[src/rtl/descriptor_ring_completion_engine_assert.svh]
// Assertion macros for the completion engine.
// DRCE_ASSERT is disabled while reset is active.
// DRCE_ASSERT_NR is checked at every edge, reset included.
`ifndef DESCRIPTOR_RING_COMPLETION_ENGINE_ASSERT_SVH
`define DESCRIPTOR_RING_COMPLETION_ENGINE_ASSERT_SVH
`ifndef NO_ASSERTIONS
`define DRCE_ASSERT(lbl, prop, msg) \
  lbl: assert property (@(posedge clk_i) disable iff (!rst_ni) prop) \
    else $error(msg);
`define DRCE_ASSERT_NR(lbl, prop, msg) \
  lbl: assert property (@(posedge clk_i) prop) \
    else $error(msg);
`else
`define DRCE_ASSERT(lbl, prop, msg)
`define DRCE_ASSERT_NR(lbl, prop, msg)
`endif
`endif

[src/rtl/drce_pkg.sv]
package drce_pkg;

  // Ring and queue geometry
  localparam int TX_RING_DEPTH = 64;
  localparam int RX_RING_DEPTH = 64;
  localparam int CQ_DEPTH      = 64;
  localparam int TX_IDX_W      = $clog2(TX_RING_DEPTH);
  localparam int RX_IDX_W      = $clog2(RX_RING_DEPTH);
  localparam int CQ_IDX_W      = $clog2(CQ_DEPTH);
  localparam int RX_BASE       = CQ_DEPTH / 2;

  // Field widths
  localparam int STATUS_W = 8;
  localparam int COUNT_W  = 16;
  localparam int SLOT_W   = 6;
  localparam int ADDR_W   = 64;
  localparam int LEN_W    = 16;
  localparam int DB_W     = 32;
  localparam int FREED_W  = 6;
  localparam int BUDGET_W = 6;
  localparam int CFG_IDX_W  = 2;
  localparam int CFG_DATA_W = 16;

  localparam int OWNER_POS = 7;
  localparam logic [BUDGET_W-1:0] BUDGET_CAP = BUDGET_W'(32);

  // Register reset values
  localparam logic                  RUNNING_RST = 1'b1;
  localparam logic [15:0]           QPN_RST     = 16'd1;
  localparam logic [15:0]           RXBUF_RST   = 16'd2048;
  localparam logic [BUDGET_W-1:0]   BUDGET_RST  = BUDGET_W'(32);

  // Register indexes
  localparam logic [CFG_IDX_W-1:0] CFG_RUNNING = 2'd0;
  localparam logic [CFG_IDX_W-1:0] CFG_QPN     = 2'd1;
  localparam logic [CFG_IDX_W-1:0] CFG_RXBUF   = 2'd2;
  localparam logic [CFG_IDX_W-1:0] CFG_BUDGET  = 2'd3;

  // Input actions
  localparam logic [1:0] ACT_POST = 2'd0;
  localparam logic [1:0] ACT_POLL = 2'd1;
  localparam logic [1:0] ACT_CQE  = 2'd2;

  // Result kinds
  localparam logic [1:0] KIND_POST   = 2'd0;
  localparam logic [1:0] KIND_TX_SUM = 2'd1;
  localparam logic [1:0] KIND_RX     = 2'd2;
  localparam logic [1:0] KIND_ACK    = 2'd3;

  // Completion store access from the sequencer
  typedef struct packed {
    logic                rd_en;
    logic [CQ_IDX_W-1:0] rd_idx;
    logic                wr_en;
    logic [CQ_IDX_W-1:0] wr_idx;
    logic [STATUS_W-1:0] wr_status;
    logic [COUNT_W-1:0]  wr_count;
    logic                clr_en;
    logic [CQ_IDX_W-1:0] clr_idx;
  } cq_req_t;

  typedef struct packed {
    logic [STATUS_W-1:0] status;
    logic [COUNT_W-1:0]  count;
  } cq_rsp_t;

  // One result item
  typedef struct packed {
    logic [1:0]         kind;
    logic               accepted;
    logic [SLOT_W-1:0]  slot;
    logic [ADDR_W-1:0]  wqe_address;
    logic [LEN_W-1:0]   length;
    logic [DB_W-1:0]    doorbell_word;
    logic [FREED_W-1:0] freed_count;
    logic               last;
  } res_t;

endpackage

[src/rtl/descriptor_ring_completion_engine.sv]
// Completion write, rejected post, idle poll: result via the pending register to the output register.
// Post: reaps completions, one completion store read per cycle, then queues the post result.
// Poll: reaps, then consumes receive entries (at most 32), one per cycle while the output register is free.
// One item at a time; a new item is taken once the previous one has its last result queued.
// Reset: registers to their defaults, indices and phase to 0, queue valid bits cleared
// at once (no clearing pass).
`include "descriptor_ring_completion_engine_assert.svh"

module descriptor_ring_completion_engine import drce_pkg::*; (
  input  logic                  clk_i,
  input  logic                  rst_ni,
  // configuration
  input  logic                  cfg_we_i,
  input  logic [CFG_IDX_W-1:0]  cfg_idx_i,
  input  logic [CFG_DATA_W-1:0] cfg_data_i,
  // input items
  input  logic                  in_valid_i,
  output logic                  in_ready_o,
  input  logic [1:0]            action_i,
  input  logic [ADDR_W-1:0]     tx_address_i,
  input  logic [LEN_W-1:0]      tx_length_i,
  input  logic [5:0]            entry_index_i,
  input  logic [STATUS_W-1:0]   entry_status_i,
  input  logic [COUNT_W-1:0]    entry_byte_count_i,
  // result items
  output logic                  out_valid_o,
  input  logic                  out_ready_i,
  output logic [1:0]            kind_o,
  output logic                  accepted_o,
  output logic [SLOT_W-1:0]     slot_o,
  output logic [ADDR_W-1:0]     wqe_address_o,
  output logic [LEN_W-1:0]      length_o,
  output logic [DB_W-1:0]       doorbell_word_o,
  output logic [FREED_W-1:0]    freed_count_o,
  output logic                  last_o
);

  localparam logic [1:0] ST_IDLE  = 2'd0;
  localparam logic [1:0] ST_REAP  = 2'd1;
  localparam logic [1:0] ST_RX    = 2'd2;
  localparam logic [1:0] ST_FLUSH = 2'd3;

  logic [1:0]            state_q, state_d;
  logic [TX_IDX_W-1:0]   head_q, head_d, tail_q, tail_d;
  logic                  phase_q, phase_d;
  logic [RX_IDX_W-1:0]   rxt_q, rxt_d;
  logic                  poll_q, poll_d;
  logic [FREED_W-1:0]    freed_q, freed_d;
  logic [BUDGET_W-1:0]   done_q, done_d, budget_q, budget_d;
  logic                  running_q;
  logic [15:0]           qpn_q, rxbuf_q;
  logic [BUDGET_W-1:0]   rx_budget_q;
  logic [ADDR_W-1:0]     addr_q, addr_d;
  logic [LEN_W-1:0]      len_q, len_d;
  res_t                  pend_q, pend_d, out_q, out_val;
  logic                  out_valid_q, out_load, out_free;

  cq_req_t               cq_req;
  cq_rsp_t               cq_rsp;

  logic [TX_IDX_W-1:0]   head_nx, tail_nx;
  logic [CQ_IDX_W-1:0]   rx_ci, rx_ci_nx;
  logic [BUDGET_W-1:0]   budget_sat;
  logic                  rx_ok, rx_last;

  drce_cq_store u_cq_store (
    .clk_i  (clk_i),
    .rst_ni (rst_ni),
    .req_i  (cq_req),
    .rsp_o  (cq_rsp)
  );

  assign head_nx    = head_q + 1'b1;
  assign tail_nx    = tail_q + 1'b1;
  assign rx_ci      = CQ_IDX_W'(rxt_q) + CQ_IDX_W'(RX_BASE);
  assign rx_ci_nx   = rx_ci + 1'b1;
  assign budget_sat = (rx_budget_q > BUDGET_CAP) ? BUDGET_CAP : rx_budget_q;
  assign rx_ok      = (cq_rsp.count != '0) && (cq_rsp.count <= rxbuf_q);
  assign rx_last    = (done_q + 1'b1) == budget_q;
  assign out_free   = !out_valid_q || out_ready_i;
  assign in_ready_o = (state_q == ST_IDLE);

  // Sequencer: store completion writes; reap transmit completions, then finish the post or walk receive entries
  always_comb begin
    state_d  = state_q;
    head_d   = head_q;
    tail_d   = tail_q;
    phase_d  = phase_q;
    rxt_d    = rxt_q;
    poll_d   = poll_q;
    freed_d  = freed_q;
    done_d   = done_q;
    budget_d = budget_q;
    addr_d   = addr_q;
    len_d    = len_q;
    pend_d   = pend_q;
    out_load = 1'b0;
    out_val  = pend_q;
    cq_req   = '0;

    unique case (state_q)
      ST_IDLE: begin
        if (in_valid_i) begin
          unique case (action_i)
            ACT_POST: begin
              if (tx_length_i == '0 || !running_q) begin
                pend_d      = '0;
                pend_d.kind = KIND_POST;
                pend_d.slot = SLOT_W'(tail_q);
                pend_d.last = 1'b1;
                state_d     = ST_FLUSH;
              end else begin
                addr_d        = tx_address_i;
                len_d         = tx_length_i;
                poll_d        = 1'b0;
                freed_d       = '0;
                cq_req.rd_en  = 1'b1;
                cq_req.rd_idx = CQ_IDX_W'(head_q);
                state_d       = ST_REAP;
              end
            end
            ACT_POLL: begin
              if (!running_q) begin
                pend_d      = '0;
                pend_d.kind = KIND_TX_SUM;
                pend_d.last = 1'b1;
                state_d     = ST_FLUSH;
              end else begin
                poll_d        = 1'b1;
                freed_d       = '0;
                cq_req.rd_en  = 1'b1;
                cq_req.rd_idx = CQ_IDX_W'(head_q);
                state_d       = ST_REAP;
              end
            end
            ACT_CQE: begin
              cq_req.wr_en     = 1'b1;
              cq_req.wr_idx    = CQ_IDX_W'(entry_index_i);
              cq_req.wr_status = entry_status_i;
              cq_req.wr_count  = entry_byte_count_i;
              pend_d           = '0;
              pend_d.kind      = KIND_ACK;
              pend_d.slot      = entry_index_i;
              pend_d.last      = 1'b1;
              state_d          = ST_FLUSH;
            end
            default: ;
          endcase
        end
      end

      ST_REAP: begin
        if (head_q != tail_q && cq_rsp.status[OWNER_POS] != phase_q) begin
          // advance head and fetch the next entry
          head_d = head_nx;
          if (head_nx == '0) begin
            phase_d = ~phase_q;
          end
          freed_d       = freed_q + 1'b1;
          cq_req.rd_en  = 1'b1;
          cq_req.rd_idx = CQ_IDX_W'(head_nx);
        end else if (!poll_q) begin
          pend_d             = '0;
          pend_d.kind        = KIND_POST;
          pend_d.slot        = SLOT_W'(tail_q);
          pend_d.freed_count = freed_q;
          pend_d.last        = 1'b1;
          if (tail_nx != head_q) begin
            pend_d.accepted      = 1'b1;
            pend_d.wqe_address   = addr_q;
            pend_d.length        = len_q;
            pend_d.doorbell_word = {qpn_q, 16'(tail_nx)};
            tail_d               = tail_nx;
          end
          state_d = ST_FLUSH;
        end else begin
          pend_d             = '0;
          pend_d.kind        = KIND_TX_SUM;
          pend_d.freed_count = freed_q;
          pend_d.last        = (budget_sat == '0);
          budget_d           = budget_sat;
          done_d             = '0;
          if (budget_sat == '0) begin
            state_d = ST_FLUSH;
          end else begin
            cq_req.rd_en  = 1'b1;
            cq_req.rd_idx = rx_ci;
            state_d       = ST_RX;
          end
        end
      end

      ST_RX: begin
        // hold until the output register can take the pending result
        if (out_free) begin
          out_load = 1'b1;
          if (cq_rsp.status != '0) begin
            out_val.last    = 1'b0;
            pend_d          = '0;
            pend_d.kind     = KIND_RX;
            pend_d.accepted = rx_ok;
            pend_d.slot     = SLOT_W'(rxt_q);
            pend_d.length   = cq_rsp.count;
            pend_d.last     = rx_last;
            cq_req.clr_en   = 1'b1;
            cq_req.clr_idx  = rx_ci;
            rxt_d           = rxt_q + 1'b1;
            done_d          = done_q + 1'b1;
            if (rx_last) begin
              state_d = ST_FLUSH;
            end else begin
              cq_req.rd_en  = 1'b1;
              cq_req.rd_idx = rx_ci_nx;
            end
          end else begin
            out_val.last = 1'b1;
            state_d      = ST_IDLE;
          end
        end
      end

      ST_FLUSH: begin
        if (out_free) begin
          out_load = 1'b1;
          state_d  = ST_IDLE;
        end
      end

      default: state_d = ST_IDLE;
    endcase
  end

  // Control state
  always_ff @(posedge clk_i or negedge rst_ni) begin
    if (!rst_ni) begin
      state_q     <= ST_IDLE;
      head_q      <= '0;
      tail_q      <= '0;
      phase_q     <= 1'b0;
      rxt_q       <= '0;
      poll_q      <= 1'b0;
      freed_q     <= '0;
      done_q      <= '0;
      budget_q    <= '0;
      out_valid_q <= 1'b0;
    end else begin
      state_q     <= state_d;
      head_q      <= head_d;
      tail_q      <= tail_d;
      phase_q     <= phase_d;
      rxt_q       <= rxt_d;
      poll_q      <= poll_d;
      freed_q     <= freed_d;
      done_q      <= done_d;
      budget_q    <= budget_d;
      out_valid_q <= out_load || (out_valid_q && !out_ready_i);
    end
  end

  // Configuration registers
  always_ff @(posedge clk_i or negedge rst_ni) begin
    if (!rst_ni) begin
      running_q   <= RUNNING_RST;
      qpn_q       <= QPN_RST;
      rxbuf_q     <= RXBUF_RST;
      rx_budget_q <= BUDGET_RST;
    end else if (cfg_we_i) begin
      unique case (cfg_idx_i)
        CFG_RUNNING: running_q   <= cfg_data_i[0];
        CFG_QPN:     qpn_q       <= cfg_data_i;
        CFG_RXBUF:   rxbuf_q     <= cfg_data_i;
        CFG_BUDGET:  rx_budget_q <= cfg_data_i[BUDGET_W-1:0];
        default: ;
      endcase
    end
  end

  // Payload registers
  always_ff @(posedge clk_i) begin
    addr_q <= addr_d;
    len_q  <= len_d;
    pend_q <= pend_d;
    if (out_load) begin
      out_q <= out_val;
    end
  end

  assign out_valid_o     = out_valid_q;
  assign kind_o          = out_q.kind;
  assign accepted_o      = out_q.accepted;
  assign slot_o          = out_q.slot;
  assign wqe_address_o   = out_q.wqe_address;
  assign length_o        = out_q.length;
  assign doorbell_word_o = out_q.doorbell_word;
  assign freed_count_o   = out_q.freed_count;
  assign last_o          = out_q.last;

  // Checks
  `DRCE_ASSERT(a_flush_last, (state_q == ST_FLUSH) |-> pend_q.last, "flush of a non-final result")
  `DRCE_ASSERT_NR(a_rx_budget, (state_q == ST_RX) |-> (done_q < budget_q), "receive walk over budget")
  `DRCE_ASSERT(a_reap_stop, (state_q == ST_REAP && head_q == tail_q) |=> $stable(head_q), "reap passed tail")
  `DRCE_ASSERT(a_rx_hold, (state_q == ST_RX && !out_free) |=> $stable(rxt_q), "receive walk advanced while stalled")

endmodule

[src/rtl/drce_cq_store.sv]
module drce_cq_store import drce_pkg::*; (
  input  logic    clk_i,
  input  logic    rst_ni,
  input  cq_req_t req_i,
  output cq_rsp_t rsp_o
);

  localparam int ENTRY_W = STATUS_W + COUNT_W;

  logic [ENTRY_W-1:0]  mem_q [CQ_DEPTH];
  logic [ENTRY_W-1:0]  rd_data_q;
  logic [CQ_DEPTH-1:0] vld_q;
  logic                rd_vld_q;

  // Entry storage, registered read
  always_ff @(posedge clk_i) begin
    if (req_i.wr_en) begin
      mem_q[req_i.wr_idx] <= {req_i.wr_status, req_i.wr_count};
    end
    if (req_i.rd_en) begin
      rd_data_q <= mem_q[req_i.rd_idx];
    end
  end

  // Valid bits: an entry that is not valid reads as zero
  always_ff @(posedge clk_i or negedge rst_ni) begin
    if (!rst_ni) begin
      vld_q    <= '0;
      rd_vld_q <= 1'b0;
    end else begin
      if (req_i.wr_en) begin
        vld_q[req_i.wr_idx] <= 1'b1;
      end
      if (req_i.clr_en) begin
        vld_q[req_i.clr_idx] <= 1'b0;
      end
      if (req_i.rd_en) begin
        rd_vld_q <= vld_q[req_i.rd_idx];
      end
    end
  end

  assign rsp_o.status = rd_vld_q ? rd_data_q[ENTRY_W-1:COUNT_W] : '0;
  assign rsp_o.count  = rd_vld_q ? rd_data_q[COUNT_W-1:0] : '0;

endmodule

[config.mk]
export PLATFORM = sky130hd
export DESIGN_NAME = descriptor_ring_completion_engine
export DESIGN_NICKNAME = d
export VERILOG_FILES = /design/src/rtl/drce_pkg.sv /design/src/rtl/descriptor_ring_completion_engine.sv /design/src/rtl/drce_cq_store.sv
export VERILOG_INCLUDE_DIRS = /design/src /design/src/rtl
export SDC_FILE = /design/constraint.sdc
export NUM_CORES = 2
export LEC_CHECK = 0
export BUFFER_PORTS_ARGS = -buffer_cell sky130_fd_sc_hd__buf_2
export CAP_MARGIN = 20
export CORE_MARGIN = 5
export CORE_UTILIZATION = 65
export CTS_BUF_LIST = sky130_fd_sc_hd__clkbuf_2
export DETAILED_ROUTE_END_ITERATION = 8
export PLACE_DENSITY_LB_ADDON = 0.12
export SLEW_MARGIN = 20
export SYNTH_ARGS = -nofsm -noshare
export SYNTH_HDL_FRONTEND = slang
export SYNTH_SLANG_ARGS = --single-unit
[constraint.sdc]
create_clock -name clk_i -period 22.1 [get_ports clk_i]
set_input_delay 2.21 -clock clk_i [delete_from_list [all_inputs] [get_ports clk_i]]
set_output_delay 2.21 -clock clk_i [all_outputs]
set_load 0.1 [all_outputs]
==> metrics.cfg <==
[status]
status = completed

[clocking]
h-tree-depth = 5
clkTransAtPathRegs_ps = 120
post_cts_setup_repair_bufs = 0
cts_made_buffers = 488
cts_hold_buffers = 0
cts_tree = yes
clock_latency_ps = 1870
clockBufferDepth = 4
tritoncts_num_sinks = 2021
post_cts.resized_instances = 0
clockRootBuffer = sky130_fd_sc_hd__clkbuf_2

[sta]
hold_violations = 0
final_max_slew_viol_count = 0
finalClockSkew_ps = 195
maxSlewHeadroom_pct = 12.6
period_minus_slack_ps = 7400
crit_share_post_route_pct = 33.5
grt_setup_unrepaired = no
tightestPinTransition_ps = 1300
setup_viol = 0
finalSetupTns_ps = 0
achievable-frequency_mhz = 135

[synth]
synth-warning-count = 0
syn_area_um2 = 79500
post_synth_inst_count = 5452
synth-seq-cells = 2021
primary_flip_flop_cell_chosen_by_synthesis_mapping = sky130_fd_sc_hd__edfxtp_1
synth_seq_area_share_pct = 75.4
netlist-cell-type-count = 91
synth_edf_count = 1876
asyncSetResetFlopFracSynth_pct = 7.17
synth.avg_cell_area_um2 = 14.6

[global_routing]
grt_first_pass_wirelength_um = 333000
grt_antenna_before_repair = 17
grt_pass1_vias = 51000
grt_max_degree = 151
total_global_routing_track_utilization_pct = 34.8
grt_remaining_overflow = 0

[placed_design]
dp_hpwl_um = 130000
detailed_place.area_um2 = 82800
gp_congestion = 0.932
io_buffers = 254

[floorplanning]
die_footprint_um2 = 129000
floorplan.core_area_um2 = 122000
floorplan.die.width_um = 360
rows = 128
die-height_um = 360
floorplan.initialDensity_pct = 65.3
pin_count = 265

[pwr]
comb_power_share_pct = 32.3
part_of_the_power_in_registers_pct = 45.4
total_switching_power_mw = 4.28
leakage_nw = 33.1
p_sw_share_pct = 40.7
clock_power_share_pct = 22.3
cell_internal_pwr_mw = 6.24
pwr_density_cell_nw_per_um2 = 121
worst_ir_drop_vdd_mv = 0.172

[critical_path]
r2r_cells = 15
startpoint_to_endpoint_class_of_the_critical_path = reg -> reg
start_kind = flop
critPathRequiredTime_ps = 23510
setup.worst_path.start = state_q[0]
crit_path_max_fanout = 56
ff2ff_setup_slack_ps = 14700
worst_setup_path_end_kind = flop
critical_path.reg2reg.startpoint = state_q[0]
crit_arrival_ps = 8810
r2r_end = u_cq_store.rd_data_q[2]

[final_layout]
final_layout_size_suffix_gt1_share_pct = 22.4
most-common-layout-cells = sky130_fd_sc_hd__edfxtp_1, sky130_fd_sc_hd__nand2_1, sky130_fd_sc_hd__clkbuf_2
final_net_count = 6139
area_delta_synth_final_pct = 9.59
layout_commonest_cell = sky130_fd_sc_hd__edfxtp_1
finish.instance_area_um2 = 87200

[min_path]
worstHoldStart = out_val[24]
hold_end = doorbell_word_o[17]
min-delay-path-class = reg -> reg
whs_path_depth = 0

[detailed_routing]
num_vias = 52600
wirelength_um = 229000
vias_per_cell = 6.59
wl_per_cell_um = 28.7
antenna_violating_nets_post_route = 0
detailedRoute.firstIterationViolations = 7850
dr.pass1.iters = 8
drc_violations_left = 0

[run]
max_cap_violations = 0

==> registers in the layout, indices dropped and copies added, names as in the netlist, 16 cells and up <==
register,count
rxbuf_q,16
qpn_q,16
length_o,16
u_cq_store.vld_q,64
addr_q,64
out_val,117
wqe_address_o,64
u_cq_store.rd_data_q,24
len_q,16
u_cq_store.mem_q,1536
doorbell_word_o,22
==> worst max-delay path by stage <==
| stage | to | slack [ps] |
|---|---|---|
| after floorplan | accepted_o | 14250 |
| after global placement | u_cq_store.rd_data_q[7] | 13560 |
| after detailed placement | u_cq_store.rd_data_q[15] | 13460 |
| after CTS | u_cq_store.rd_data_q[1] | 15080 |
| after global routing | u_cq_store.rd_data_q[2] | 14760 |
| final | u_cq_store.rd_data_q[2] | 14700 |
==> stage by stage <==
stage	power [mW]	hold slack (ps)	setup slack [ps]	std cells	utilization, %
2_1_floorplan	7.19	400	14250	5461	-
3_3_place_gp	8.14	401	13560	7109	68.0
3_5_place_dp	8.19	405	13460	7109	68.0
4_1_cts	10.5	367	15080	7968	71.5
5_1_grt	10.9	377	14760	7977	71.6
6_report	10.5	399	14700	7989	71.6
==> power by group through the flow <==
stage	clock, mW	combinational [mW]	sequential (mW)
finish	2.34	3.40	4.78
global route	2.60	3.53	4.81
CTS	2.38	3.33	4.77
detailed placement	0	3.33	4.86
global placement	0	3.29	4.85
floorplan	0	1.61	5.57
==> logic make-up (layout without fill, tap and decap cells) <==
group,Yosys count,after routing,synth area share (%)
AND/OR/NAND/NOR,1860,1860,10.4
multiplexers,151,151,2.00
XOR/XNOR,35,35,0.385
buffers and inverters,420,1303,2.24
other,1,30,0.00472
flip-flops,2021,2021,75.4
AO/OA/AOI/OAI,935,935,9.06
adder cells (fa/ha/maj),29,29,0.456
==> critical path: stages (launching register included) <==
cell and delay (ps):
sky130_fd_sc_hd__dfrtp_1 450, sky130_fd_sc_hd__inv_1 110, sky130_fd_sc_hd__ha_1 440, sky130_fd_sc_hd__inv_1 330
sky130_fd_sc_hd__a2111oi_4 940, sky130_fd_sc_hd__nor2b_1 260, sky130_fd_sc_hd__o21a_1 320, sky130_fd_sc_hd__o21a_4 500
sky130_fd_sc_hd__buf_4 700, sky130_fd_sc_hd__o21ai_4 410, sky130_fd_sc_hd__buf_4 420, sky130_fd_sc_hd__o221ai_1 260
sky130_fd_sc_hd__a31o_2 130, sky130_fd_sc_hd__nand3_1 580, sky130_fd_sc_hd__a311oi_2 1040, sky130_fd_sc_hd__a2111oi_1 110
==> cell type report <==
type                    instances  area [µm²]
inverters                      39         146
fillers                      8181       34600
diodes                         20        50.0
clock buffers                 722        3610
well taps                    1625        2030
repair buffers                405        2460
clock inverters               137         638
multi-input cells            3020       18200
flip-flops and latches       2021       60000
==> synthesized netlist by cell type, types with 71 or more instances <==
library cell               instances  share of area [%]
sky130_fd_sc_hd__a31o_2           71               0.78
sky130_fd_sc_hd__dfrtp_1         141                4.4
sky130_fd_sc_hd__nand3_1         218                1.4
sky130_fd_sc_hd__clkbuf_1        235                1.1
sky130_fd_sc_hd__a21oi_1          94               0.59
sky130_fd_sc_hd__nor2_1          182               0.86
sky130_fd_sc_hd__mux2i_1         105                1.3
sky130_fd_sc_hd__a31oi_1         129                1.0
sky130_fd_sc_hd__and3_1          163                1.3
sky130_fd_sc_hd__a311oi_1         71               0.78
sky130_fd_sc_hd__edfxtp_1       1876                 71
sky130_fd_sc_hd__o221ai_1        148                1.6
sky130_fd_sc_hd__nand2_1        1044                4.9
sky130_fd_sc_hd__buf_2            97               0.61
==> per-layer routing <==
metal | GRT usage, % | share of wire [%] | vias up
li1 | - | - | 22400
met1 | 47.4 | 36 | 25700
met2 | 51.3 | 44 | 3938
met3 | 11.4 | 14 | 574
met4 | 17.2 | 4.9 | 14
met5 | 0.581 | 0.082 | -
No activity file was read; power rests on OpenSTA's default activity.
